### config.mk
export PLATFORM = sky130hd
export DESIGN_NAME = lamport_mutex_request_queue_top_flat
export DESIGN_NICKNAME = d
export VERILOG_FILES = /design/src/design/lmrq_pkg.sv /design/src/design/lmrq_if.sv /design/src/design/lamport_mutex_request_queue_top.sv /design/src/design/lmrq_front.sv /design/src/design/lmrq_cmd_fifo.sv /design/src/design/lmrq_back.sv /design/src/flat_wrapper.sv
export SDC_FILE = /design/constraint.sdc
export NUM_CORES = 1
export LEC_CHECK = 0
export BUFFER_PORTS_ARGS = -buffer_cell sky130_fd_sc_hd__buf_2
export CORE_MARGIN = 1
export CORE_UTILIZATION = 38
export DETAILED_ROUTE_END_ITERATION = 7
export GPL_TIMING_DRIVEN = 0
export HOLD_SLACK_MARGIN = 0.05
export SETUP_SLACK_MARGIN = 0.5
export SLEW_MARGIN = 5
export SYNTH_ARGS = -nofsm -noshare
export SYNTH_HDL_FRONTEND = slang
export SYNTH_HIERARCHICAL = 1
export SYNTH_SLANG_ARGS = --single-unit
export TNS_END_PERCENT = 1
### constraint.sdc
create_clock -name clk_i -period 3.1 [get_ports clk_i]
set_input_delay 0.155 -clock clk_i [delete_from_list [all_inputs] [get_ports clk_i]]
set_output_delay 0.155 -clock clk_i [all_outputs]
set_load 0.01 [all_outputs]
### src/design/lmrq_pkg.sv
// shared types and constants of the lamport mutex request queue
package lmrq_pkg;

  localparam int unsigned KindW   = 3;
  localparam int unsigned IdW     = 4;
  localparam int unsigned StampW  = 15;
  localparam int unsigned PcW     = 5;
  localparam int unsigned StatusW = 2;

  // message kinds
  localparam logic [KindW-1:0] KIND_STARTED = 3'd0;
  localparam logic [KindW-1:0] KIND_DONE    = 3'd1;
  localparam logic [KindW-1:0] KIND_REQUEST = 3'd2;
  localparam logic [KindW-1:0] KIND_RELEASE = 3'd4;

  // process status codes
  localparam logic [StatusW-1:0] STATUS_IDLE    = 2'd0;
  localparam logic [StatusW-1:0] STATUS_STARTED = 2'd1;
  localparam logic [StatusW-1:0] STATUS_DONE    = 2'd2;

  // configuration register indexes
  localparam logic CFG_OWN_ID     = 1'b0;
  localparam logic CFG_PROC_COUNT = 1'b1;

  localparam logic [IdW-1:0] OWN_ID_RESET     = 4'd0;
  localparam logic [PcW-1:0] PROC_COUNT_RESET = 5'd2;

  typedef enum logic [1:0] {
    OP_NOP,
    OP_STATUS,
    OP_PUSH,
    OP_POP
  } cmd_op_e;

  typedef struct packed {
    cmd_op_e              op;
    logic [IdW-1:0]       src;
    logic [StampW-1:0]    stamp;
    logic [StatusW-1:0]   status;
  } cmd_t;

  typedef struct packed {
    logic [StampW-1:0] stamp;
    logic [IdW-1:0]    owner;
  } entry_t;

  typedef struct packed {
    logic [IdW-1:0] own_id;
    logic [PcW-1:0] proc_count;
  } cfg_t;

  typedef enum logic [1:0] {
    B_IDLE,
    B_INS_WALK,
    B_POP_READ,
    B_FINISH
  } back_state_e;

endpackage

### src/design/lmrq_if.sv
// handshake channels for message words in and status words out
interface lmrq_in_if import lmrq_pkg::*; ();
  logic                valid;
  logic                ready;
  logic [KindW-1:0]    kind;
  logic [IdW-1:0]      source_id;
  logic [StampW-1:0]   stamp;

  modport source (output valid, kind, source_id, stamp, input ready);
  modport sink   (input valid, kind, source_id, stamp, output ready);
endinterface

interface lmrq_out_if import lmrq_pkg::*; #(parameter int unsigned CntW = 5) ();
  logic            valid;
  logic            ready;
  logic            reply_needed;
  logic [IdW-1:0]  reply_to;
  logic            head_valid;
  logic [IdW-1:0]  head_id;
  logic            own_at_head;
  logic [CntW-1:0] queue_count;
  logic            push_dropped;
  logic            pop_empty;
  logic            all_started;
  logic            all_done;

  modport source (output valid, reply_needed, reply_to, head_valid, head_id, own_at_head,
                  queue_count, push_dropped, pop_empty, all_started, all_done,
                  input ready);
  modport sink   (input valid, reply_needed, reply_to, head_valid, head_id, own_at_head,
                  queue_count, push_dropped, pop_empty, all_started, all_done,
                  output ready);
endinterface

### src/design/lamport_mutex_request_queue_top.sv
// top level of the lamport mutex request queue
//
//  channel  dir  handshake          word
//  evt_i    in   valid/ready        kind, source_id, stamp
//  res_o    out  valid/ready        reply, head, count, flags, started/done
//  cfg      in   cfg_we_i (no wait) cfg_idx_i selects own_id or process_count
//
// a status, reply or unknown word goes straight to the finish state, a release may read the new head
// first, and a request on an empty or full queue goes straight to finish, else it walks:
// one comparator walks the ring memory from the tail, one entry a cycle
// reset (rst_ni, async low) empties the queue and clears every process status
// a two-word command queue lets the front keep taking words while the back walks,
// and the result register lets the back work on an item while the last one waits
module lamport_mutex_request_queue_top import lmrq_pkg::*; #(
  parameter int unsigned MAX_PROCS = 16
) (
  input  logic            clk_i,
  input  logic            rst_ni,
  input  logic            cfg_we_i,
  input  logic            cfg_idx_i,
  input  logic [PcW-1:0]  cfg_data_i,
  lmrq_in_if.sink         evt_i,
  lmrq_out_if.source      res_o
);

  localparam int unsigned CntW = $clog2(MAX_PROCS + 1);

  cfg_t cfg_q;

  // front to queue
  logic fr_valid, fr_ready;
  cmd_t fr_cmd;

  // queue to back
  logic bk_valid, bk_ready;
  cmd_t bk_cmd;

  // configuration registers; write them only while the block is quiet (the block does not enforce it)
  always_ff @(posedge clk_i or negedge rst_ni) begin
    if (!rst_ni) begin
      cfg_q.own_id     <= OWN_ID_RESET;
      cfg_q.proc_count <= PROC_COUNT_RESET;
    end else if (cfg_we_i) begin
      case (cfg_idx_i)
        CFG_OWN_ID:     cfg_q.own_id     <= cfg_data_i[IdW-1:0];
        CFG_PROC_COUNT: cfg_q.proc_count <= cfg_data_i;
        default: ;
      endcase
    end
  end

  lmrq_front #(
    .MaxProcs (MAX_PROCS)
  ) u_front (
    .evt_i       (evt_i),
    .cmd_valid_o (fr_valid),
    .cmd_ready_i (fr_ready),
    .cmd_o       (fr_cmd)
  );

  lmrq_cmd_fifo u_fifo (
    .clk_i       (clk_i),
    .rst_ni      (rst_ni),
    .in_valid_i  (fr_valid),
    .in_ready_o  (fr_ready),
    .in_cmd_i    (fr_cmd),
    .out_valid_o (bk_valid),
    .out_ready_i (bk_ready),
    .out_cmd_o   (bk_cmd)
  );

  lmrq_back #(
    .MaxProcs (MAX_PROCS),
    .CntW     (CntW)
  ) u_back (
    .clk_i       (clk_i),
    .rst_ni      (rst_ni),
    .cfg_i       (cfg_q),
    .cmd_valid_i (bk_valid),
    .cmd_ready_o (bk_ready),
    .cmd_i       (bk_cmd),
    .res_o       (res_o)
  );

endmodule

### src/design/lmrq_front.sv
// front end: takes message words and turns them into queue commands
module lmrq_front import lmrq_pkg::*; #(
  parameter int unsigned MaxProcs = 16
) (
  lmrq_in_if.sink evt_i,
  output logic    cmd_valid_o,
  input  logic    cmd_ready_i,
  output cmd_t    cmd_o
);

  assign evt_i.ready = cmd_ready_i;
  assign cmd_valid_o = evt_i.valid;

  always_comb begin
    cmd_o.op     = OP_NOP;
    cmd_o.src    = evt_i.source_id;
    cmd_o.stamp  = evt_i.stamp;
    cmd_o.status = STATUS_STARTED;
    case (evt_i.kind)
      KIND_STARTED, KIND_DONE: begin
        // status of a process beyond the table is dropped
        if (32'(evt_i.source_id) < MaxProcs) begin
          cmd_o.op = OP_STATUS;
        end
        cmd_o.status = (evt_i.kind == KIND_DONE) ? STATUS_DONE : STATUS_STARTED;
      end
      KIND_REQUEST: cmd_o.op = OP_PUSH;
      KIND_RELEASE: cmd_o.op = OP_POP;
      default:      cmd_o.op = OP_NOP;
    endcase
  end

endmodule

### src/design/lmrq_cmd_fifo.sv
// two-entry command queue between front and back
module lmrq_cmd_fifo import lmrq_pkg::*; (
  input  logic clk_i,
  input  logic rst_ni,
  input  logic in_valid_i,
  output logic in_ready_o,
  input  cmd_t in_cmd_i,
  output logic out_valid_o,
  input  logic out_ready_i,
  output cmd_t out_cmd_o
);

  cmd_t       slot_q [2];
  logic       wr_ptr_q, rd_ptr_q;
  logic [1:0] cnt_q;
  logic       push, pop;

  assign in_ready_o  = (cnt_q != 2'd2);
  assign out_valid_o = (cnt_q != 2'd0);
  assign out_cmd_o   = slot_q[rd_ptr_q];
  assign push        = in_valid_i && in_ready_o;
  assign pop         = out_valid_o && out_ready_i;

  always_ff @(posedge clk_i or negedge rst_ni) begin
    if (!rst_ni) begin
      wr_ptr_q <= 1'b0;
      rd_ptr_q <= 1'b0;
      cnt_q    <= 2'd0;
    end else begin
      if (push) wr_ptr_q <= ~wr_ptr_q;
      if (pop)  rd_ptr_q <= ~rd_ptr_q;
      if (push && !pop)      cnt_q <= cnt_q + 2'd1;
      else if (pop && !push) cnt_q <= cnt_q - 2'd1;
    end
  end

  always_ff @(posedge clk_i) begin
    if (push) slot_q[wr_ptr_q] <= in_cmd_i;
  end

endmodule

### src/design/lmrq_back.sv
// back end: sorted request ring, process status table and result register
module lmrq_back import lmrq_pkg::*; #(
  parameter int unsigned MaxProcs = 16,
  parameter int unsigned CntW     = 5
) (
  input  logic        clk_i,
  input  logic        rst_ni,
  input  cfg_t        cfg_i,
  input  logic        cmd_valid_i,
  output logic        cmd_ready_o,
  input  cmd_t        cmd_i,
  lmrq_out_if.source  res_o
);

  localparam int unsigned    IdxW    = $clog2(MaxProcs);
  localparam logic [IdxW:0]  NWide   = (IdxW+1)'(MaxProcs);
  localparam logic [IdxW-1:0] MaxIdx = IdxW'(MaxProcs - 1);
  localparam logic [CntW-1:0] LenFull = CntW'(MaxProcs);

  function automatic logic [IdxW-1:0] ring_add(input logic [IdxW-1:0] base,
                                               input logic [IdxW-1:0] off);
    logic [IdxW:0] sum;
    sum = {1'b0, base} + {1'b0, off};
    if (sum >= NWide) sum = sum - NWide;
    return sum[IdxW-1:0];
  endfunction

  function automatic logic [IdxW-1:0] ring_inc(input logic [IdxW-1:0] p);
    return (p == MaxIdx) ? '0 : p + 1'b1;
  endfunction

  function automatic logic [IdxW-1:0] ring_dec(input logic [IdxW-1:0] p);
    return (p == '0) ? MaxIdx : p - 1'b1;
  endfunction

  // strict order: timestamp first, then process id
  function automatic logic key_before(input entry_t a, input entry_t b);
    return (a.stamp < b.stamp) || ((a.stamp == b.stamp) && (a.owner < b.owner));
  endfunction

  back_state_e state_q, state_d;

  logic [CntW-1:0] len_q, len_d;
  logic [IdxW-1:0] head_q, head_d;
  logic [IdxW-1:0] wp_q, wp_d;
  logic [IdxW-1:0] rp_q, rp_d;
  logic [IdxW-1:0] pos_q, pos_d;
  logic [IdW-1:0]  head_owner_q, head_owner_d;
  cmd_t            cur_q, cur_d;
  logic            drop_q, drop_d;
  logic            empty_q, empty_d;
  logic            reply_q, reply_d;

  entry_t          ring_mem [MaxProcs];
  entry_t          rdata_q;
  logic [IdxW-1:0] raddr;
  logic            mem_we;
  logic [IdxW-1:0] mem_waddr;
  entry_t          mem_wdata;

  logic [StatusW-1:0] status_q [MaxProcs];
  logic               status_we;

  logic            res_free, load_res;
  logic            all_started, all_done;
  logic            wins;
  entry_t          new_key;

  logic            res_valid_q;
  logic            res_reply_q;
  logic [IdW-1:0]  res_reply_to_q;
  logic            res_head_valid_q;
  logic [IdW-1:0]  res_head_id_q;
  logic            res_own_head_q;
  logic [CntW-1:0] res_count_q;
  logic            res_drop_q;
  logic            res_empty_q;
  logic            res_started_q;
  logic            res_done_q;

  assign res_free    = !res_valid_q || res_o.ready;
  assign load_res    = (state_q == B_FINISH) && res_free;
  assign cmd_ready_o = (state_q == B_IDLE);
  assign new_key     = '{stamp: cur_q.stamp, owner: cur_q.src};
  assign wins        = (pos_q != '0) && key_before(new_key, rdata_q);

  // next state
  always_comb begin
    state_d = state_q;
    case (state_q)
      B_IDLE: begin
        if (cmd_valid_i) begin
          case (cmd_i.op)
            OP_PUSH: begin
              if (len_q == LenFull || len_q == '0) state_d = B_FINISH;
              else                                 state_d = B_INS_WALK;
            end
            OP_POP: begin
              if (len_q <= CntW'(1)) state_d = B_FINISH;
              else                   state_d = B_POP_READ;
            end
            default: state_d = B_FINISH;
          endcase
        end
      end
      B_INS_WALK: if (!wins) state_d = B_FINISH;
      B_POP_READ: state_d = B_FINISH;
      B_FINISH:   if (res_free) state_d = B_IDLE;
      default:    state_d = B_IDLE;
    endcase
  end

  // datapath and memory control
  always_comb begin
    logic [IdxW-1:0] tail;
    len_d        = len_q;
    head_d       = head_q;
    wp_d         = wp_q;
    rp_d         = rp_q;
    pos_d        = pos_q;
    head_owner_d = head_owner_q;
    cur_d        = cur_q;
    drop_d       = drop_q;
    empty_d      = empty_q;
    reply_d      = reply_q;
    raddr        = rp_q;
    mem_we       = 1'b0;
    mem_waddr    = wp_q;
    mem_wdata    = rdata_q;
    status_we    = 1'b0;
    tail         = ring_add(head_q, len_q[IdxW-1:0]);
    case (state_q)
      B_IDLE: begin
        if (cmd_valid_i) begin
          cur_d   = cmd_i;
          drop_d  = 1'b0;
          empty_d = 1'b0;
          reply_d = 1'b0;
          case (cmd_i.op)
            OP_STATUS: status_we = 1'b1;
            OP_PUSH: begin
              if (len_q == LenFull) begin
                drop_d = 1'b1;
              end else begin
                reply_d = (cmd_i.src != cfg_i.own_id);
                if (len_q == '0) begin
                  mem_we       = 1'b1;
                  mem_waddr    = head_q;
                  mem_wdata    = '{stamp: cmd_i.stamp, owner: cmd_i.src};
                  head_owner_d = cmd_i.src;
                  len_d        = len_q + 1'b1;
                end else begin
                  // start the walk at the tail, fetching the last entry
                  wp_d  = tail;
                  rp_d  = ring_dec(tail);
                  raddr = ring_dec(tail);
                  pos_d = len_q[IdxW-1:0];
                end
              end
            end
            OP_POP: begin
              if (len_q == '0) begin
                empty_d = 1'b1;
              end else begin
                head_d = ring_inc(head_q);
                len_d  = len_q - 1'b1;
                raddr  = ring_inc(head_q);
              end
            end
            default: ;
          endcase
        end
      end
      B_INS_WALK: begin
        mem_we = 1'b1;
        if (wins) begin
          // move the later entry up one place and fetch the next one down
          mem_wdata = rdata_q;
          wp_d      = rp_q;
          rp_d      = ring_dec(rp_q);
          raddr     = ring_dec(rp_q);
          pos_d     = pos_q - 1'b1;
        end else begin
          mem_wdata = new_key;
          len_d     = len_q + 1'b1;
          if (pos_q == '0) head_owner_d = cur_q.src;
        end
      end
      B_POP_READ: head_owner_d = rdata_q.owner;
      default: ;
    endcase
  end

  // children other than own, below the process count
  always_comb begin
    all_started = 1'b1;
    all_done    = 1'b1;
    for (int i = 1; i < MaxProcs; i++) begin
      if (i < int'(cfg_i.proc_count) && i != int'(cfg_i.own_id)) begin
        if (status_q[i] != STATUS_STARTED) all_started = 1'b0;
        if (status_q[i] != STATUS_DONE)    all_done    = 1'b0;
      end
    end
  end

  always_ff @(posedge clk_i or negedge rst_ni) begin
    if (!rst_ni) begin
      state_q     <= B_IDLE;
      len_q       <= '0;
      head_q      <= '0;
      res_valid_q <= 1'b0;
      for (int i = 0; i < MaxProcs; i++) status_q[i] <= STATUS_IDLE;
    end else begin
      state_q <= state_d;
      len_q   <= len_d;
      head_q  <= head_d;
      if (status_we) status_q[IdxW'(cmd_i.src)] <= cmd_i.status;
      if (load_res)         res_valid_q <= 1'b1;
      else if (res_o.ready) res_valid_q <= 1'b0;
    end
  end

  always_ff @(posedge clk_i) begin
    wp_q         <= wp_d;
    rp_q         <= rp_d;
    pos_q        <= pos_d;
    head_owner_q <= head_owner_d;
    cur_q        <= cur_d;
    drop_q       <= drop_d;
    empty_q      <= empty_d;
    reply_q      <= reply_d;
    if (load_res) begin
      res_reply_q      <= reply_q;
      res_reply_to_q   <= reply_q ? cur_q.src : '0;
      res_head_valid_q <= (len_q != '0);
      res_head_id_q    <= (len_q != '0) ? head_owner_q : '0;
      res_own_head_q   <= (len_q != '0) && (head_owner_q == cfg_i.own_id);
      res_count_q      <= len_q;
      res_drop_q       <= drop_q;
      res_empty_q      <= empty_q;
      res_started_q    <= all_started;
      res_done_q       <= all_done;
    end
  end

  always_ff @(posedge clk_i) begin
    if (mem_we) ring_mem[mem_waddr] <= mem_wdata;
    rdata_q <= ring_mem[raddr];
  end

  assign res_o.valid        = res_valid_q;
  assign res_o.reply_needed = res_reply_q;
  assign res_o.reply_to     = res_reply_to_q;
  assign res_o.head_valid   = res_head_valid_q;
  assign res_o.head_id      = res_head_id_q;
  assign res_o.own_at_head  = res_own_head_q;
  assign res_o.queue_count  = res_count_q;
  assign res_o.push_dropped = res_drop_q;
  assign res_o.pop_empty    = res_empty_q;
  assign res_o.all_started  = res_started_q;
  assign res_o.all_done     = res_done_q;

`ifndef SYNTHESIS
  a_len_bound: assert property (@(posedge clk_i) disable iff (!rst_ni)
    len_q <= LenFull)
    else $error("queue length beyond capacity");

  a_walk_not_full: assert property (@(posedge clk_i) disable iff (!rst_ni)
    state_q == B_INS_WALK |-> len_q != LenFull)
    else $error("insertion walk on a full queue");

  a_head_matches_count: assert property (@(posedge clk_i) disable iff (!rst_ni)
    res_valid_q |-> (res_head_valid_q == (res_count_q != '0)))
    else $error("head valid disagrees with count");

  a_pop_shrinks: assert property (@(posedge clk_i) disable iff (!rst_ni)
    (state_q == B_IDLE && cmd_valid_i && cmd_i.op == OP_POP && len_q != '0)
    |=> len_q == $past(len_q) - 1'b1)
    else $error("release did not remove the head");
`endif

endmodule

### src/flat_wrapper.sv
// flat-port wrapper written by rule: the top's interface ports become plain ports
module lamport_mutex_request_queue_top_flat import lmrq_pkg::*;
#(
  parameter int unsigned MAX_PROCS = 16
)
  (clk_i, rst_ni, cfg_we_i, cfg_idx_i, cfg_data_i, evt_i_valid, evt_i_kind, evt_i_source_id, evt_i_stamp, evt_i_ready, res_o_valid, res_o_reply_needed, res_o_reply_to, res_o_head_valid, res_o_head_id, res_o_own_at_head, res_o_queue_count, res_o_push_dropped, res_o_pop_empty, res_o_all_started, res_o_all_done, res_o_ready);
  lmrq_in_if evt_i_i ();
  lmrq_out_if #(.CntW(PcW)) res_o_i ();
  input  logic clk_i;
  input  logic rst_ni;
  input  logic cfg_we_i;
  input  logic cfg_idx_i;
  input  logic [PcW-1:0] cfg_data_i;
  input wire logic [$bits(evt_i_i.valid)-1:0] evt_i_valid;
  input wire logic [$bits(evt_i_i.kind)-1:0] evt_i_kind;
  input wire logic [$bits(evt_i_i.source_id)-1:0] evt_i_source_id;
  input wire logic [$bits(evt_i_i.stamp)-1:0] evt_i_stamp;
  output wire logic [$bits(evt_i_i.ready)-1:0] evt_i_ready;
  output wire logic [$bits(res_o_i.valid)-1:0] res_o_valid;
  output wire logic [$bits(res_o_i.reply_needed)-1:0] res_o_reply_needed;
  output wire logic [$bits(res_o_i.reply_to)-1:0] res_o_reply_to;
  output wire logic [$bits(res_o_i.head_valid)-1:0] res_o_head_valid;
  output wire logic [$bits(res_o_i.head_id)-1:0] res_o_head_id;
  output wire logic [$bits(res_o_i.own_at_head)-1:0] res_o_own_at_head;
  output wire logic [$bits(res_o_i.queue_count)-1:0] res_o_queue_count;
  output wire logic [$bits(res_o_i.push_dropped)-1:0] res_o_push_dropped;
  output wire logic [$bits(res_o_i.pop_empty)-1:0] res_o_pop_empty;
  output wire logic [$bits(res_o_i.all_started)-1:0] res_o_all_started;
  output wire logic [$bits(res_o_i.all_done)-1:0] res_o_all_done;
  input wire logic [$bits(res_o_i.ready)-1:0] res_o_ready;
  assign evt_i_i.valid = evt_i_valid;
  assign evt_i_i.kind = evt_i_kind;
  assign evt_i_i.source_id = evt_i_source_id;
  assign evt_i_i.stamp = evt_i_stamp;
  assign evt_i_ready = evt_i_i.ready;
  assign res_o_valid = res_o_i.valid;
  assign res_o_reply_needed = res_o_i.reply_needed;
  assign res_o_reply_to = res_o_i.reply_to;
  assign res_o_head_valid = res_o_i.head_valid;
  assign res_o_head_id = res_o_i.head_id;
  assign res_o_own_at_head = res_o_i.own_at_head;
  assign res_o_queue_count = res_o_i.queue_count;
  assign res_o_push_dropped = res_o_i.push_dropped;
  assign res_o_pop_empty = res_o_i.pop_empty;
  assign res_o_all_started = res_o_i.all_started;
  assign res_o_all_done = res_o_i.all_done;
  assign res_o_i.ready = res_o_ready;
  lamport_mutex_request_queue_top #(.MAX_PROCS(MAX_PROCS)) u_core (.clk_i(clk_i), .rst_ni(rst_ni), .cfg_we_i(cfg_we_i), .cfg_idx_i(cfg_idx_i), .cfg_data_i(cfg_data_i), .evt_i(evt_i_i), .res_o(res_o_i));
endmodule
# Word-level counts from Yosys, hierarchy flattened
# Memory sizes are Yosys's and may differ from the RTL's. A register that Yosys moved wholly into a read port is not among the register bits.
# Index checks and enable logic that the tools add are counted.
[totals]
register_bits = 115
latch_bits = 0
ram_bits = 350
mem_bits_ro = 0
in_bits = 33
out_inout_bits = 22
memories = 2
[op_classes]
n_addsub = 10
n_mul = 0
div_mod_pow = 0
n_lt_le_gt_ge = 21
n_eq_ne = 73
shift = 0
muxes = 141
bitwise_logic = 6
n_reduce_logical = 54
[mem_list]
columns = ["name", "words", "word_bits", "rd", "rd_ports_with_merged_regs", "write_ports", "line_no", "text"]
rows = [
  ["u_core.u_back.ring_mem", 16, 19, 1, 1, 1, "lmrq_back.sv:54", "entry_t ring_mem [MaxProcs];"],
  ["u_core.u_fifo.slot_q", 2, 23, 1, 0, 1, "lmrq_cmd_fifo.sv:13", "cmd_t slot_q [2];"],
]
[ops]
columns = ["cell", "count"]
rows = [
  ["$mux W4", 32],
  ["$mux W19", 5],
  ["$mux W1", 75],
  ["$ne A2 B2 Y1 const B", 25],
  ["$lt A4 B5 Y1 const A", 8],
  ["$pmux W4 S2", 5],
  ["$pmux W19 S2", 1],
  ["$bwmux W32", 1],
  ["$ne A4 B4 Y1 const A", 8],
  ["$ne A2 B1 Y1 const B", 15],
  ["$mux W5", 5],
  ["$logic_and A1 B1 Y1", 24],
  ["$lt A3 B5 Y1 const A", 4],
  ["$pmux W5 S2", 2],
  ["$mux W2", 9],
  ["$ne A3 B4 Y1 const A", 4],
  ["$sub A4 B1 Y4 const B", 4],
  ["$eq A15 B15 Y1", 1],
  ["$lt A15 B15 Y1", 1],
  ["$reduce_and A7 Y1", 2],
  ["$logic_not A4 Y1", 3],
  ["$ne A3 B3 Y1 const B", 4],
  ["$pmux W4 S3", 1],
  ["$ge A5 B5 Y1 const B", 2],
  ["other kinds (43)", 64],
]

# Logic depth before layout (Yosys ltp)
# Gate-level depths: netlist (run 1).
[logic_depth]
ltp_word = 31
ltp_mapped = 16
depth_no_buf = 13

# Cells and area by module
# The synthesis (run 1) kept the hierarchy.
[by_module_without_submodules]
columns = ["mod", "instances", "cells_each", "area_each_um2"]
rows = [
  ["lmrq_back", 1, 1391, 18949.4],
  ["lmrq_cmd_fifo", 1, 90, 1959.4],
  ["lamport_mutex_request_queue_top", 1, 20, 371.6],
  ["lmrq_front", 1, 26, 191.4],
]

# Worst setup path before layout (run 1)
# Ideal clock, no wire load.
[synth_path]
kind = "flip-flop to flip-flop"
startpoint = "register u_core.u_fifo.rd_ptr_q"
endpoint = "memory u_core/u_back/ring_mem[11][0] in the netlist's numbering, enable pin"
setup_time_ps = 395
arrival_time_ps = 2950
required_ps = 2705
path_slack_ps = -245
stages_incl_launch_ff = 10
path_buffers = 4
path_cell_list = "dfrtp_1 buf_6 buf_12 mux2_4 clkbuf_1 nand4b_1 nor2_1 clkbuf_1 a31oi_1 nor2_1"
[synth_lines]
columns = ["element", "line_no", "text"]
rows = [
  ["start, declared", "lmrq_cmd_fifo.sv:14", "logic wr_ptr_q, rd_ptr_q;"],
  ["start signal, assigned", "lmrq_cmd_fifo.sv:31", "if (pop) rd_ptr_q <= ~rd_ptr_q;"],
  ["end, declared", "lmrq_back.sv:54", ""],
]

# Final worst setup path (run 1)
[layout_path]
startpoint = "register u_core.u_back.len_q[0]"
endpoint = "register, netlist name u_core/u_back/rdata_q[17]"
[layout_between]
elab_chain_cells = 10
[layout_rtl]
columns = ["element", "line_no", "text"]
rows = [
  ["start, declared", "lmrq_back.sv:43", "logic [CntW-1:0] len_q, len_d;"],
  ["start signal, assigned", "lmrq_back.sv:215", "len_q <= len_d;"],
  ["$add A4 B4 Y5", "lmrq_back.sv:23", "sum = {1'b0, base} + {1'b0, off};"],
  ["$sub A4 B1 Y4 or $ge A5 B5 Y1 (tied branches)", "lmrq_back.sv:24", "if (sum >= NWide) sum = sum - NWide;"],
  ["$mux W4", "lmrq_back.sv:24", ""],
  ["$sub A4 B1 Y4 or $logic_not A4 Y1 (tied branches)", "lmrq_back.sv:33", "return (p == '0) ? MaxIdx : p - 1'b1;"],
  ["$mux W4", "lmrq_back.sv:33", ""],
  ["$mux W4", "lmrq_back.sv:146", "if (len_q == '0) begin"],
  ["$mux W4", "-", ""],
  ["$pmux W4 S2 (*)", "lmrq_back.sv:139", "case (cmd_i.op)"],
  ["$mux W4 (*)", "lmrq_back.sv:134", "if (cmd_valid_i) begin"],
  ["$pmux W4 S2 (*)", "lmrq_back.sv:132", "case (state_q)"],
]
# Every way passes the cells marked *; elsewhere a longest branch is shown, timed or not.
# A chain may end at the register's enable or synchronous reset.

==> flow_summary.json, run 1 <==
{
  "outcome": "complete, but fails checks",
  "violations": "negative setup slack",
  "skew_ns": 0.0257,
  "fin_ws_ns": -0.462,
  "grt_max_degree": 56,
  "fin_nets": 1789,
  "hp-class": "in2async",
  "regToRegSetupSlack_ns": -0.46,
  "vias": 13600,
  "syn2layout_area_growth_pct": 23.6,
  "wirelength_um": 53800,
  "place_area_mm2": 0.0227,
  "synth_area_leaders": "edfxtp_1 (57%), mux2i_1 (7.7%), dfrtp_1 (6.3%)",
  "vias_per_cell": 5.41,
  "end_kind": "flop",
  "grtUsageTotal_pct": 18.8,
  "grt_overflow_total": 0,
  "clock-sinks": 482,
  "clk_pin_slew_worst_paths_ns": 0.06,
  "synthFlopType": "edfxtp_1",
  "fin_crit_sh_pct": 115,
  "max-slew-margin-rel_pct": 23.4,
  "root_buffer": "clkbuf_16",
  "port-buffer-count": 34,
  "clockBufferDepth": 3,
  "syn_inst": 1527,
  "rows": 86,
  "path_max_fanout": 9,
  "dieWidth_um": 240,
  "core_area_mm2": 0.0554,
  "drtPass1Iterations": 8,
  "hold_viol": 0,
  "synth_top_area_cell": "edfxtp_1",
  "grt_first_pass_wirelength_um": 81100,
  "required_ns": 3.57,
  "rsz0062_at_grt": "yes",
  "worst_pin_slew_ns": 1.14,
  "syn-cell-area_mm2": 0.0215,
  "synth_seq_cells": 482,
  "arrival_ns": 4.03,
  "boundaryPins": 55,
  "cts_buffers": 49,
  "fin_crit_ns": 3.56,
  "synth-seq-area-share_pct": 65.2,
  "grt_pass1_vias": 13400,
  "antenna_left": 0,
  "clock_latency_ns": 0.61,
  "routedWlPerCell_um": 21.5,
  "drive_gt1_share_pct": 26.7,
  "mappedNetlistNets": 1597,
  "die_h_um": 240,
  "fin_util_pct": 47.9,
  "ys_types": 82,
  "synth.top_cell.area_share_pct": 57.1,
  "syn_avg_cell_area_um2": 14.1,
  "fill_cells": 4772,
  "htree_levels": 2,
  "die_area_mm2": 0.0575,
  "synth_edf_count": 408,
  "diodes": 0,
  "cts_tree": "done",
  "crit_type": "reg2reg",
  "async_flop_share_pct": 11.4,
  "initial_core_util_pct": 38.7,
  "drc": 0,
  "antenna_found_initial": 1,
  "gp_congestion": 0.859,
  "drv_slew": 0,
  "ys_warn_count": 6,
  "design_area_mm2": 0.0265,
  "drv_cap": 0,
  "start_kind": "flop",
  "dp.final_hpwl_um": 34100,
  "drt_iter0_drc": 1179,
  "tns_ns": -37.64,
  "setup_viol": 337,
  "clock.fmax_mhz": 281
}
[per-layer routing]
layer | track usage (%) | part of all wire, %
met4 | 6.02 | 2.4
met5 | 0 | 0
met3 | 2.57 | 5.7
met1 | 25.3 | 43
met2 | 31.3 | 49
[placed cells by master (no fill, tap or decap), types with 14 or more instances in the layout]
cell | netlist | final
dlygate4sd3_1 | 0 | 38
mux2_4 | 24 | 25
nor2_1 | 68 | 40
ha_1 | 36 | 25
a21oi_1 | 38 | 36
xnor2_1 | 18 | 18
nand2b_1 | 19 | 19
buf_2 | 27 | 41
dfxtp_1 | 19 | 19
nand4_1 | 23 | 23
dfrtp_1 | 54 | 50
a222oi_1 | 19 | 19
nor2_4 | 0 | 20
buf_4 | 32 | 63
o21ai_0 | 37 | 28
inv_1 | 70 | 48
nand2_1 | 76 | 73
nand3_1 | 89 | 86
buf_12 | 2 | 35
buf_6 | 4 | 18
edfxtp_1 | 408 | 408
clkbuf_1 | 30 | 27
a32oi_2 | 0 | 14
mux2_2 | 41 | 40
clkbuf_16 | 0 | 55
inv_2 | 1 | 22
mux2i_1 | 165 | 160
[flip-flops by register name, summed over array words and instances (netlist names), 2 cells and up]
name	cells
u_core/u_fifo/slot_q	46
u_core/u_back/rdata_q	19
u_core/u_back/cur_q	19
u_core/cfg_q	9
u_core/u_back/status_q	30
u_core/u_back/res_o.reply_to	4
u_core/u_fifo/cnt_q	2
u_core/u_back/pos_q	4
u_core/u_back/res_o.head_id	4
u_core/u_back/rp_q	4
u_core/u_back/state_q	2
u_core/u_back/head_owner_q	4
u_core/u_back/ring_mem	304
u_core/u_back/head_q	4
u_core/u_back/len_q	5
u_core/u_back/wp_q	4
u_core/u_back/res_o.queue_count	5
[synth_stat cells, drive strengths merged (15+ instances only)]
| cell | count |
|---|---|
| edfxtp | 408 |
| mux2i | 166 |
| nand3 | 90 |
| nand2 | 79 |
| buf | 73 |
| inv | 71 |
| nor2 | 68 |
| mux2 | 65 |
| dfrtp | 54 |
| o21ai | 45 |
| a21oi | 40 |
| ha | 36 |
| clkbuf | 30 |
| nand4 | 23 |
| nand2b | 20 |
| a222oi | 19 |
| a31oi | 19 |
| dfxtp | 19 |
| xnor2 | 18 |
| a32oi | 17 |
| nor2b | 16 |
| and2 | 15 |
[final timing paths]
kind	start	end	cells after the start
worst max register to register	u_core/u_back/len_q[0]	u_core/u_back/rdata_q[17]	14
worst max-delay path	u_core/u_back/len_q[0]	u_core/u_back/rdata_q[17]	14
max in group asynchronous	rst_ni	u_core/u_back/len_q[0]	2
worst min register to register	u_core/u_back/len_q[3]	u_core/u_back/res_o.queue_count[3]	0
min in group clk_i	evt_i_source_id[0]	u_core/u_fifo/slot_q[0][17]	2
worst min-delay path	rst_ni	u_core/u_back/status_q[12]	2
[worst max-delay path, stage by stage, from the launching register on]
cell and delay [ns]:
dfrtp_2 0.44, ha_4 0.17, fa_2 0.57, inv_2 0.06, buf_4 0.14, ha_4 0.26, a211o_1 0.14, nand2_1 0.06
a221o_1 0.31, or3_1 0.34, buf_6 0.16, nand3_1 0.10, a311oi_1 0.10, a22o_1 0.25, a311o_1 0.33
[metrics by stage]
step                      instances  hold slack, ns  worst slack, ns
after global routing           2504           0.240           -0.540
final                          2504           0.162           -0.462
after detailed placement       2310           0.344            -1.69
after CTS                      2493           0.252           -0.462
after global placement         2309           0.342            -1.56
after floorplan                1527          -0.141          -0.0791
[area by class of cell]
class / count / area (um^2) / area share (%)
Inverter: 71 / 270 / 1.02
Timing Repair Buffer: 140 / 1460 / 5.49
Sequential cell: 482 / 14000 / 52.8
Clock buffer: 66 / 1310 / 4.94
Buffer: 103 / 1020 / 3.86
Timing Repair inverter: 1 / 5.00 / 0.0189
Clock inverter: 22 / 151 / 0.571
Multi-Input combinational cell: 871 / 7370 / 27.8
Tap cell: 748 / 936 / 3.53
[repair_timing]
| action | in CTS | in global routing |
|---|---|---|
| setup endpoints to repair | 683 | 673 |
| gates cloned | 5 | 3 |
| resized for setup | 223 | 65 |
| hold buffers | 38 | 0 |
| setup buffers | 52 | 8 |
| pin swaps | 65 | 39 |
| endpoints found under the hold margin | 111 | 0 |
[kinds of logic after synthesis]
kind of cell    after synthesis  share of synthesized area (%)
fa+ha+maj                    37                           2.19
flops                       482                           65.2
mux                         231                           11.6
simple gates                356                           8.51
xor+xnor                     29                           1.18
compound gates              218                           7.20
buf+inv                     174                           4.05
Power of run 1 is left out: the tool's default activity adds up to more than one toggle a clock period on the data nets, which glitch-free logic cannot reach.
==> run 2, diff against run 1 <==
--- a/config.mk
+++ b/config.mk
@@ -15,6 +15,5 @@
 export SLEW_MARGIN = 5
 export SYNTH_ARGS = -nofsm -noshare
 export SYNTH_HDL_FRONTEND = slang
-export SYNTH_HIERARCHICAL = 1
 export SYNTH_SLANG_ARGS = --single-unit
 export TNS_END_PERCENT = 1
==> run 2 against run 1 <==
Net effect: the flow still finishes with violations (negative setup slack); die area decreased by 3.9%; via count decreased by 13%; clock-buffer cell count decreased by 3; routed wire length decreased by 11%; sequential share of layout area increased by 2.0 points; cell area decreased by 3.7%; synthesized cell count decreased by 16%; critical path depth unchanged; global-route usage decreased by 1.4 points; final cell count decreased by 11%; core utilization decreased by 0.31 points; non-clock buffer count decreased by 26.
==> flow_summary.json, run 2 <==
{
  "outcome": "complete, but fails checks",
  "violations": "negative setup slack",
  "path_delay_family": "adder cells",
  "synth_most_common_cell": "edfxtp_1",
  "final_common_cell": "edfxtp_1",
  "clk_pin_slew_worst_paths_ns": 0.06,
  "drc": 0,
  "clock_latency_ns": 0.61,
  "hp-class": "in2async",
  "rsz0062_at_grt": "yes",
  "fin_nets": 1568,
  "largest_register_ffs": 304,
  "drt_iter0_drc": 1055,
  "synth.top_cell.area_share_pct": 59.4,
  "path_max_fanout": 7,
  "rows": 85,
  "busiest_layer": "met2",
  "synth-seq-area-share_pct": 67.9,
  "wirelength_um": 48100,
  "synth_seq_cells": 482,
  "syn_inst": 1283,
  "cts_buffers": 49,
  "synth_area_leaders": "edfxtp_1 (59%), dfrtp_1 (6.6%), mux4_2 (6.4%)",
  "fin_ws_ns": -0.444,
  "final_cell_mix": "edfxtp_1 (408), nand2_1 (91), mux4_2 (75)",
  "syn-cell-area_mm2": 0.0206,
  "drv_cap": 0,
  "crit_buf_inv": 5,
  "cts_tree": "done",
  "power.total_mw": 32.2,
  "clockBufferDepth": 3,
  "port-buffer-count": 54,
  "gp_congestion": 0.868,
  "ys_warn_count": 0,
  "synthFlopType": "edfxtp_1",
  "largest_register": "u_core.u_back.ring_mem",
  "r2r-end": "u_core.u_back.rdata_q[12]",
  "synth_edf_count": 408,
  "max_stage_delay_ns": 0.56,
  "hold_viol": 0,
  "syn_avg_cell_area_um2": 16.1,
  "fill_cells": 4434,
  "root_buffer": "clkbuf_16",
  "clock.fmax_mhz": 282,
  "antenna_found_initial": 0,
  "top_regs": "u_core.u_back.ring_mem: 304 flops, u_core.u_fifo.slot_q: 46 flops, u_core.u_back.status_q: 30 flops",
  "clock-sinks": 482,
  "power_density_mw_per_mm2": 1260,
  "mappedNetlistNets": 1353,
  "antenna_left": 0,
  "crit_type": "reg2reg",
  "drive_gt1_share_pct": 31.4,
  "fin_crit_ns": 3.54,
  "met2_usage_pct": 28.1,
  "start_kind": "flop",
  "syn2layout_area_growth_pct": 23.9,
  "async_flop_share_pct": 11.4,
  "worstRegToRegCells": 14,
  "leakage_nw": 9.08,
  "boundaryPins": 55,
  "drtPass1Iterations": 5,
  "dieWidth_um": 235,
  "skew_ns": 0.0321,
  "worst_pin_slew_ns": 0.988,
  "fin_crit_sh_pct": 114,
  "grt_overflow_total": 0,
  "ys_top_cells_by_count": "edfxtp_1 (408), nand2_1 (92), nor2_1 (77), mux2i_1 (68), inv_1 (62)",
  "dp_slack_ns": -1.24,
  "max-slew-margin-rel_pct": 34.1,
  "htree_levels": 2,
  "initial_core_util_pct": 38.4,
  "regToRegSetupSlack_ns": -0.44,
  "core_area_mm2": 0.0537,
  "die_area_mm2": 0.0552,
  "required_ns": 3.57,
  "critical_path.endpoint": "u_core.u_back.rdata_q[12]",
  "die_h_um": 235,
  "vias": 11800,
  "routedWlPerCell_um": 21.5,
  "r2r_start": "u_core.u_back.len_q[0]",
  "cp_num_cells": 14,
  "dp.final_hpwl_um": 30400,
  "tns_ns": -9.04,
  "grtUsageTotal_pct": 17.4,
  "setup_viol": 51,
  "vias_per_cell": 5.29,
  "end_kind": "flop",
  "startpoint": "u_core.u_back.len_q[0]",
  "cp_slowest_cell": "fa_2",
  "arrival_ns": 4.02,
  "grt_max_degree": 56,
  "synth_top_area_cell": "edfxtp_1",
  "grt_pass1_vias": 12100,
  "grtUsageMet3_pct": 2.98,
  "drv_slew": 0,
  "ys_types": 76,
  "crit_chain": "ha_4 -> fa_2 -> inv_2 -> ha_4 -> nor2_4 -> a32oi_2 -> o211a_1 -> buf_6 -> buf_12 -> buf_12 -> buf_16 -> mux4_2 -> mux2i_4 -> mux2i_1",
  "grt_first_pass_wirelength_um": 72500,
  "vdd_drop_max_uv": 601,
  "met1_usage_pct": 24.1
}
==> run 2: cell types whose count changed after synthesis, sizes merged, moves of 15 or more <==
cell / before / now
mux4: 0 / 76
nand4: 23 / 5
buf: 73 / 31
a32oi: 17 / 2
mux2: 65 / 45
nand3: 90 / 22
mux2i: 166 / 68
==> run 2: report_power, final <==
part	switching, mW	total [mW]	internal, mW
combinational	8.82	16.0	7.21
sequential	0.664	10.6	9.91
clock	2.47	5.64	3.16
total	12.0	32.2	20.3
==> run 2: worst min path at each step <==
| stage | start | endpoint | slack (ns) |
|---|---|---|---|
| 6_report | rst_ni | u_core.cfg_q[5] | 0.15 |
| 5_1_grt | rst_ni | u_core.u_back.status_q[1] | 0.22 |
| 4_1_cts | evt_i_stamp[8] | u_core.u_fifo.slot_q[0][10] | 0.26 |
| 3_5_place_dp | evt_i_source_id[3] | u_core.u_fifo.slot_q[0][20] | 0.35 |
| 3_3_place_gp | evt_i_source_id[3] | u_core.u_fifo.slot_q[0][20] | 0.35 |
| 2_1_floorplan | rst_ni | u_core.cfg_q[0] | -0.14 |
==> run 2: repair_timing <==
action                     in CTS  in global routing
gates resized for setup       134                 86
setup buffers                  56                 11
cloned                          4                  0
setup endpoints to repair     687                683
hold buffers                   35                  0
hold endpoints to repair      111                  0
pin swaps                      29                 29
==> run 2: per-stage QoR <==
step	util (%)	cells	area [um^2]	hold slack [ns]
after floorplan	-	1283	20700	-0.141
after global placement	40.6	2033	21800	0.345
after detailed placement	40.8	2037	21900	0.349
after CTS	46.7	2221	25100	0.257
after global routing	47.6	2232	25500	0.218
final	47.6	2237	25600	0.154
==> run 2: per-layer routing <==
layer / vias up / wire length [um]
met1: 6055 / 21700
met5: - / 0
met3: 74 / 2520
met4: 0 / 1040
li1: 5384 / -
met2: 331 / 22900
==> run 2: cells by family (layout without fill, tap and decap cells) <==
| family | Yosys count | count (layout) | share of synthesized area [%] |
|---|---|---|---|
| simple gates | 268 | 268 | 6.05 |
| compound gates | 163 | 163 | 5.29 |
| flops | 482 | 482 | 67.9 |
| mux | 189 | 189 | 14.4 |
| buf+inv | 117 | 370 | 2.95 |
| xor+xnor | 27 | 27 | 1.15 |
| other cells | 0 | 5 | 0 |
| fa+ha+maj | 37 | 37 | 2.28 |
==> run 2: cell type report <==
type	instances	area [um^2]	area share (%)
sequential	482	14000	54.8
tap	696	871	3.41
timing repair buffer	163	1500	5.86
timing repair inverter	1	5.00	0.0196
clock buffer	63	1310	5.12
clock inverter	26	226	0.886
buffer	54	523	2.05
multi-input combinational	684	6850	26.8
inverter	63	243	0.950
antenna	5	12.5	0.0490
No activity file was read; power rests on OpenSTA's default activity.
==> run 3, diff against run 2 <==
--- a/config.mk
+++ b/config.mk
@@ -6,8 +6,10 @@
 export NUM_CORES = 1
 export LEC_CHECK = 0
 export BUFFER_PORTS_ARGS = -buffer_cell sky130_fd_sc_hd__buf_2
+export CORE_ASPECT_RATIO = 1.4
 export CORE_MARGIN = 1
 export CORE_UTILIZATION = 38
+export CTS_BUF_LIST = sky130_fd_sc_hd__clkbuf_2
 export DETAILED_ROUTE_END_ITERATION = 7
 export GPL_TIMING_DRIVEN = 0
 export HOLD_SLACK_MARGIN = 0.05
==> run 3 against run 2 <==
Net effect: the flow still finishes with violations (negative setup slack); setup slack gained 0.0060 ns; final cell count increased by 7.6%; non-clock buffer count increased by 33; clock skew up 0.098 ns; register-to-register slack about the same; via count rose by 5.5%; routed wire length increased by 6.8%; sequential cell count did not move; first-iteration DRC count down 20%; sequential power is essentially flat; clock-buffer cell count rose by 95; clock power down 25%; largest cell class unchanged.
==> flow_summary.json, run 3 (synthesis gave the netlist of run 2 again) <==
{
  "worst_pin_slew_ns": 0.973,
  "die_area_mm2": 0.0552,
  "fin_crit_ns": 3.54,
  "power.total_mw": 30.1,
  "clock.fmax_mhz": 283,
  "boundaryPins": 55,
  "rsz0062_at_grt": "yes",
  "grt_overflow_total": 0,
  "power_frac_seq_pct": 34.9,
  "port-buffer-count": 54,
  "fin_crit_sh_pct": 114,
  "met2_usage_pct": 35.1,
  "crit_chain": "ha_1 -> nand4_1 -> buf_4 -> nor4_4 -> o21ai_2 -> o31a_1 -> mux2i_1 -> o211a_1 -> buf_6 -> buf_12 -> buf_12 -> mux4_2 -> mux2i_2 -> mux2i_1",
  "hold_viol": 0,
  "outcome": "complete, but fails checks",
  "vias": 12500,
  "finalHoldWorstSlack_ns": 0.330,
  "rows": 100,
  "setup_viol": 307,
  "max_stage_delay_ns": 0.53,
  "clk_pin_slew_worst_paths_ns": 0.11,
  "dpl.cell_count": 2055,
  "largest_register_ffs": 304,
  "multi_input_area_mm2": 0.00675,
  "place_area_mm2": 0.0220,
  "cellInternalPower_mw": 18.4,
  "syn2layout_area_growth_pct": 23.0,
  "core_area_mm2": 0.0534,
  "met1_usage_pct": 21.4,
  "p_sw_share_pct": 38.8,
  "initial_core_util_pct": 38.6,
  "clockBufferDepth": 3,
  "p_sw_mw": 11.7,
  "violations": "negative setup slack",
  "layout.cells.non_filler": 2406,
  "crit_type": "reg2reg",
  "leakage_nw": 9.30,
  "fin_nets": 1665,
  "path_max_fanout": 10,
  "clock_latency_ns": 1.16,
  "busiest_layer": "met2",
  "vdd_drop_max_uv": 660,
  "grtUsageMet3_pct": 3.31,
  "final_cell_mix": "edfxtp_1 (408), clkbuf_2 (160), nand2_1 (91)",
  "cts_tree": "done",
  "die_h_um": 278,
  "largest_register": "u_core.u_back.ring_mem",
  "cts_buffers": 112,
  "drc": 0,
  "grt_first_pass_wirelength_um": 77400,
  "dp_slack_ns": -1.52,
  "gp_congestion": 0.893,
  "clkPwrFrac_pct": 14.0,
  "arrival_ns": 4.47,
  "hp-class": "in2reg",
  "clock-sinks": 482,
  "grt_max_degree": 55,
  "vias_per_cell": 5.19,
  "regArea_mm2": 0.0140,
  "drtPass1Iterations": 5,
  "drive_gt1_share_pct": 33.8,
  "grt_pass1_vias": 13200,
  "tns_ns": -57.57,
  "max-slew-margin-rel_pct": 35.1,
  "drt_iter0_drc": 848,
  "antenna_left": 0,
  "grtUsageTotal_pct": 19.1,
  "pwr-share-comb_pct": 51.1,
  "required_ns": 4.03,
  "start_kind": "flop",
  "routedWlPerCell_um": 21.4,
  "drv_cap": 0,
  "fill_cells": 4625,
  "final_common_cell": "edfxtp_1",
  "htree_levels": 3,
  "drv_slew": 0,
  "design_area_mm2": 0.0254,
  "top_regs": "u_core.u_back.ring_mem: 304 flops, u_core.u_fifo.slot_q: 46 flops, u_core.u_back.status_q: 30 flops",
  "skew_ns": 0.130,
  "dp.final_hpwl_um": 31700,
  "fin_util_pct": 47.5,
  "root_buffer": "clkbuf_2",
  "power_density_mw_per_mm2": 1180,
  "fin_ws_ns": -0.438,
  "end_kind": "flop",
  "wirelength_um": 51400,
  "dieWidth_um": 199,
  "cp_slowest_cell": "mux4_2",
  "antenna_found_initial": 1
}
## run 3: cell types whose count changed in the layout (fill, tap and decap cells not counted), sizes merged, moves of 4 or more
| cell | delta |
|---|---|
| diode | -4 |
| clkbuf | +95 |
| dlygate4sd3 | +38 |
| clkinv | +25 |
| buf | -5 |
## run 3: power groups by stage
| stage | clock [mW] | combinational (mW) | sequential, mW |
|---|---|---|---|
| 3_5_place_dp | 0 | 13.0 | 10.7 |
| 5_1_grt | 4.69 | 16.5 | 10.6 |
| 2_1_floorplan | 0 | 9.15 | 10.5 |
| 3_3_place_gp | 0 | 12.6 | 10.7 |
| 4_1_cts | 4.38 | 15.1 | 10.5 |
| 6_report | 4.21 | 15.4 | 10.5 |
## run 3: critical path, delay by kind of cell (launching register included)
kind	cells	cell delay, ns
buf+inv	4	0.63
flops	1	0.43
fa+ha+maj	1	0.33
simple gates	2	0.36
mux	4	1.02
compound gates	3	0.51
## run 3: final timing paths
check	from	endpoint	slack [ns]	depth (start not counted)
min reg2reg	u_core.u_back.drop_q	u_core.u_back.res_o.push_dropped	0.43	0
max in group asynchronous	rst_ni	u_core.u_back.len_q[0]	2.03	5
max reg2reg	u_core.u_back.cur_q[8]	u_core.u_back.rdata_q[8]	-0.44	14
min in group asynchronous	rst_ni	u_core.cfg_q[1]	0.67	4
max	u_core.u_back.cur_q[8]	u_core.u_back.rdata_q[8]	-0.44	14
min	evt_i_source_id[0]	u_core.u_fifo.slot_q[1][17]	0.33	3
## run 3: area by class of cell
class,instances,share of cell area (%)
tap,714,3.52
timing repair inverter,1,0.0197
antenna,1,0.00986
inverter,63,0.966
sequential,482,55.2
clock buffer,158,3.12
clock inverter,52,1.15
multi-input combinational,685,26.6
timing repair buffer,196,7.36
buffer,54,2.06
## run 3: repair_timing
item | in CTS | in global routing
endpoints found under the hold margin | 182 | 0
hold buffers | 74 | 0
setup endpoints to repair | 691 | 651
setup buffers | 54 | 8
cloned | 4 | 0
resized for setup | 147 | 36
pin swaps | 35 | 23
## run 3: routing by layer
layer	vias to the layer above	share of wire [%]
li1	5659	-
met1	6383	38
met2	358	55
met3	95	4.0
met4	0	2.9
met5	-	0
